===== config.mk =====
export PLATFORM = sky130hd
export DESIGN_NAME = swal_ctrl
export DESIGN_NICKNAME = d
export VERILOG_FILES = /design/src/swal_pkg.sv /design/src/swal_ctrl.sv
export SDC_FILE = /design/constraint.sdc
export NUM_CORES = 1
export LEC_CHECK = 0
export ABC_CLOCK_PERIOD_IN_PS = 2200
export BUFFER_PORTS_ARGS = -buffer_cell sky130_fd_sc_hd__buf_2
export CAP_MARGIN = 20
export CORE_AREA = 2 2 39 41
export DETAILED_ROUTE_END_ITERATION = 8
export DIE_AREA = 0 0 41 43
export PLACE_DENSITY_LB_ADDON = 0.05
export RECOVER_POWER = 50
export SYNTH_ARGS = -nofsm -noshare
export SYNTH_HDL_FRONTEND = slang
export SYNTH_SLANG_ARGS = --single-unit

===== constraint.sdc =====
create_clock -name i_clk -period 2.2 [get_ports i_clk]
set_input_delay 0.11 -clock i_clk [delete_from_list [all_inputs] [get_ports i_clk]]
set_output_delay 0.11 -clock i_clk [all_outputs]
set_load 0.02 [all_outputs]

===== src/swal_pkg.sv =====
// Package for the shortest all-letters window block.
// Holds the controller states, datapath operation codes and the
// command and status structs. It depends on nothing else.
`timescale 1ns / 1ps

package swal_pkg;

    localparam int LETTER_W = 5;
    localparam int OUT_LEN_W = 11;

    typedef enum logic [2:0] {
        ST_IDLE,
        ST_INIT,
        ST_R_RD,
        ST_R_CNT,
        ST_R_UPD,
        ST_L_CHK,
        ST_L_RD,
        ST_L_UPD
    } t_state;

    typedef enum logic [3:0] {
        OP_NONE,
        OP_LOAD,
        OP_SCAN_INIT,
        OP_RD_RIGHT,
        OP_RD_CNT,
        OP_INC,
        OP_SHRINK,
        OP_DEC,
        OP_NEXT_R,
        OP_FINISH
    } t_op;

    typedef struct packed {
        t_op op;
    } t_dp_cmd;

    typedef struct packed {
        logic len_zero;
        logic covered_all;
        logic right_at_end;
    } t_dp_stat;

endpackage


===== src/swal_ctrl.sv =====
// Controller state machine for the shortest all-letters window block.
// Sequences loading and the two-pointer scan; uses swal_pkg.
`timescale 1ns / 1ps

module swal_ctrl (
    input  logic               i_clk,
    input  logic               i_rst_n,
    input  logic               i_start,
    input  logic               i_is_last,
    input  swal_pkg::t_dp_stat i_stat,
    output swal_pkg::t_dp_cmd  o_cmd,
    output logic               o_busy
);

    swal_pkg::t_state r_state;
    swal_pkg::t_state n_state;

    always_ff @(posedge i_clk) begin
        if (!i_rst_n) begin
            r_state <= swal_pkg::ST_IDLE;
        end else begin
            r_state <= n_state;
        end
    end

    always_comb begin
        n_state = r_state;
        unique case (r_state)
            swal_pkg::ST_IDLE: begin
                if (i_start && i_is_last) begin
                    n_state = swal_pkg::ST_INIT;
                end
            end
            swal_pkg::ST_INIT: begin
                // An empty string goes straight to the result.
                n_state = i_stat.len_zero ? swal_pkg::ST_IDLE : swal_pkg::ST_R_RD;
            end
            swal_pkg::ST_R_RD:  n_state = swal_pkg::ST_R_CNT;
            swal_pkg::ST_R_CNT: n_state = swal_pkg::ST_R_UPD;
            swal_pkg::ST_R_UPD: n_state = swal_pkg::ST_L_CHK;
            swal_pkg::ST_L_CHK: begin
                priority if (i_stat.covered_all) begin
                    n_state = swal_pkg::ST_L_RD;
                end else if (i_stat.right_at_end) begin
                    n_state = swal_pkg::ST_IDLE;
                end else begin
                    n_state = swal_pkg::ST_R_RD;
                end
            end
            swal_pkg::ST_L_RD:  n_state = swal_pkg::ST_L_UPD;
            swal_pkg::ST_L_UPD: n_state = swal_pkg::ST_L_CHK;
            default:            n_state = swal_pkg::ST_IDLE;
        endcase
    end

    always_comb begin
        o_cmd.op = swal_pkg::OP_NONE;
        o_busy   = (r_state != swal_pkg::ST_IDLE);
        unique case (r_state)
            swal_pkg::ST_IDLE: begin
                if (i_start) begin
                    o_cmd.op = swal_pkg::OP_LOAD;
                end
            end
            swal_pkg::ST_INIT: begin
                o_cmd.op = i_stat.len_zero ? swal_pkg::OP_FINISH : swal_pkg::OP_SCAN_INIT;
            end
            swal_pkg::ST_R_RD:  o_cmd.op = swal_pkg::OP_RD_RIGHT;
            swal_pkg::ST_R_CNT: o_cmd.op = swal_pkg::OP_RD_CNT;
            swal_pkg::ST_R_UPD: o_cmd.op = swal_pkg::OP_INC;
            swal_pkg::ST_L_CHK: begin
                priority if (i_stat.covered_all) begin
                    o_cmd.op = swal_pkg::OP_SHRINK;
                end else if (i_stat.right_at_end) begin
                    o_cmd.op = swal_pkg::OP_FINISH;
                end else begin
                    o_cmd.op = swal_pkg::OP_NEXT_R;
                end
            end
            swal_pkg::ST_L_RD:  o_cmd.op = swal_pkg::OP_RD_CNT;
            swal_pkg::ST_L_UPD: o_cmd.op = swal_pkg::OP_DEC;
            default:            o_cmd.op = swal_pkg::OP_NONE;
        endcase
    end

endmodule


==> impl_metrics.py <==
metrics = {
    "timing": {
        "whs_ns": 0.119,
        "setup_tns_ns": 0,
        "maxSlewHeadroom_pct": 76.6,
        "fin_crit_sh_pct": 74.6,
        "fin_worst_skew_ns": 0.000462,
        "hold_viol_final": 0,
        "layout_min_cycle_time_ns": 1.64,
        "fmax_mhz": 610,
        "setup_viol": 0,
        "fin_ws_ns": 0.559,
        "slew_violations": 0,
        "rsz0062_at_grt": "no",
        "worst_pin_slew_ns": 0.350,
    },
    "outcome": {
        "status": "complete, no violations",
    },
    "finish": {
        "reg_top3": "r_state: 3 flops",
        "layout-drive-gt1-share_pct": 31.1,
        "largest_reg_flops": 3,
        "areaGrowthSynthToFinish_pct": 20.6,
        "diodes": 0,
        "fill_cells": 162,
        "fin_nets": 53,
        "top_register": "r_state",
    },
    "clock_network": {
        "cts.sinks": 3,
        "clkSlewWorstSetupHoldPaths_ns": 0.04,
        "tritoncts": "done",
        "cts_hold_buf": 0,
        "numCtsBuffers": 3,
        "cts_buffer_depth": 2,
        "root_buffer": "clkbuf_4",
        "cts_max_level": 1,
        "cts_setup_buffers": 0,
        "cts.repair.resized": 0,
        "clkLatencyLatePin_ns": 0.23,
    },
    "global_routing": {
        "grt_pass1_vias": 315,
        "antenna_found_initial": 0,
        "gr-total-overflow": 0,
        "grt_pass1_wl_mm": 1.28,
        "grt_usage_pct": 11.0,
        "grt_max_degree": 12,
    },
    "hold_path": {
        "min_path_cells": 2,
        "hold_end": "r_state[2]",
        "hold_path.startpoint": "i_rst_n",
        "hold_class": "input port to flip-flop",
    },
    "logic_synthesis": {
        "async_flop_share_pct": 0,
        "syn_area_um2": 268,
        "netlist-cell-type-count": 22,
        "synth-main-ff-cell": "dfxtp_1",
        "ys_warn_count": 0,
        "synth_edf_count": 0,
        "synth_top_area_share_pct": 22.4,
        "yosysSeqAreaShare_pct": 22.4,
        "syn_nets": 40,
        "synth.area.top_cells": "dfxtp_1 (22%), buf_6 (13%), nor2b_4 (10%)",
        "synth_cells": 33,
        "syn_area_per_cell_um2": 8.11,
        "synth-seq-cells": 3,
        "synth_commonest_cells": "a21oi_1 (3), buf_6 (3), dfxtp_1 (3), nand2_1 (3), nor2_1 (3)",
        "synth_top_area_cell": "dfxtp_1",
    },
    "critical_path": {
        "timing.rr.end": "r_state[1]",
        "reg2reg_setup_slack_ns": 1.00,
        "criticalPathCategory": "flip-flop to output port",
        "path_cells": "nor2b_1 -> o21ai_0 -> a21oi_1 -> buf_2",
        "r2r_cells": 3,
        "cp_max_fo": 9,
        "worstPathRequired_ns": 2.09,
        "rr_startpoint": "r_state[0]",
        "start_kind": "flip-flop",
        "cpPeakStageDelay_ns": 0.52,
        "cp_slowest_cell": "dfxtp_1",
        "endpoint_kind": "output port",
        "arrival_ns": 1.53,
    },
    "floorplan": {
        "fp-row-count": 14,
        "num_io_pins": 12,
        "die_w_um": 41,
        "start_util_pct": 19.3,
        "coreArea_um2": 1380,
        "die-area_um2": 1760,
        "die_h_um": 43,
    },
    "drt": {
        "viasPerCell": 4.36,
        "wire_per_inst_um": 11.2,
        "vias": 266,
        "drt-pass1-iter-count": 1,
        "postRouteAntennaNets": 0,
        "drt-total-wl_um": 686,
        "drc": 0,
        "drt_iter0_drc": 0,
    },
    "placed_design": {
        "dp_hpwl_um": 514,
        "numPortBuffers": 11,
        "gp_congestion": 0.750,
        "place_ws_ns": 0.937,
    },
    "pwr": {
        "peakVddDrop_mv": 0.0831,
        "cellLeakagePower_nw": 0.149,
        "pwr_density_cell_nw_per_um2": 633,
    },
    "run": {
        "drv_cap": 0,
    },
}
## report_power, final
part | internal [mW] | switching, mW
sequential | 0.0569 | 0.00603
clock | 0.0682 | 0.0321
combinational | 0.0188 | 0.0222
total | 0.144 | 0.0603
## worst max-delay path: cells and delay by family (launching register included)
kind	cells	cell delay, ns
simple gates	1	0.33
compound gates	2	0.27
buf+inv	1	0.17
flops	1	0.52
## metrics by stage
step	instances	power, mW	area [um2]	utilization (%)
floorplan	33	0.0953	268	-
global placement	57	0.107	309	22.3
detailed placement	57	0.108	309	22.3
CTS	61	0.214	335	24.2
global route	61	0.218	323	23.3
finish	61	0.204	323	23.3
## area by class of cell
type / instances / area (um2) / share of cell area [%]
repair buffers: 11 / 53.8 / 16.7
well taps: 16 / 20.0 / 6.20
flip-flops and latches: 3 / 60.1 / 18.6
multi-input cells: 26 / 159 / 49.2
inverters: 1 / 3.75 / 1.16
clock buffers: 4 / 26.3 / 8.14
## layer usage
metal / share of wire, % / global-route usage (%) / up-vias
met3: 3.9 / 0.524 / 2
met4: 1.2 / 12.0 / 0
met1: 43 / 12.5 / 118
met2: 51 / 16.3 / 7
met5: 0 / 0 / -
li1: - / - / 139
## placed cells by master (no fill, tap or decap), drive strengths merged
master / instances
a211o: 1
a211oi: 1
a21boi: 1
a21o: 1
a21oi: 3
a22o: 1
and2: 1
buf: 10
clkbuf: 5
dfxtp: 3
inv: 1
nand2: 3
nand2b: 1
nand3: 1
nor2: 3
nor2b: 3
o21ai: 3
o2bb2ai: 1
o31ai: 1
or3: 1
## worst max-delay path by stage
stage               start  endpoint  slack (ns)  depth (start not counted)
6_report       r_state[0]  o_cmd[3]        0.56                          4
5_1_grt        r_state[0]  o_cmd[3]        0.40                          4
4_1_cts        r_state[0]  o_cmd[3]        0.67                          4
3_5_place_dp   r_state[0]  o_cmd[3]        0.94                          4
3_3_place_gp   r_state[0]  o_cmd[3]        0.94                          4
2_1_floorplan  r_state[0]  o_cmd[3]        1.06                          4
## cells by family after synthesis
kind of cell / Yosys count / share of synthesized area (%)
simple gates: 13 / 29.9
compound gates: 13 / 33.6
flops: 3 / 22.4
buf+inv: 4 / 14.0
(Power assumes the default switching activity.)
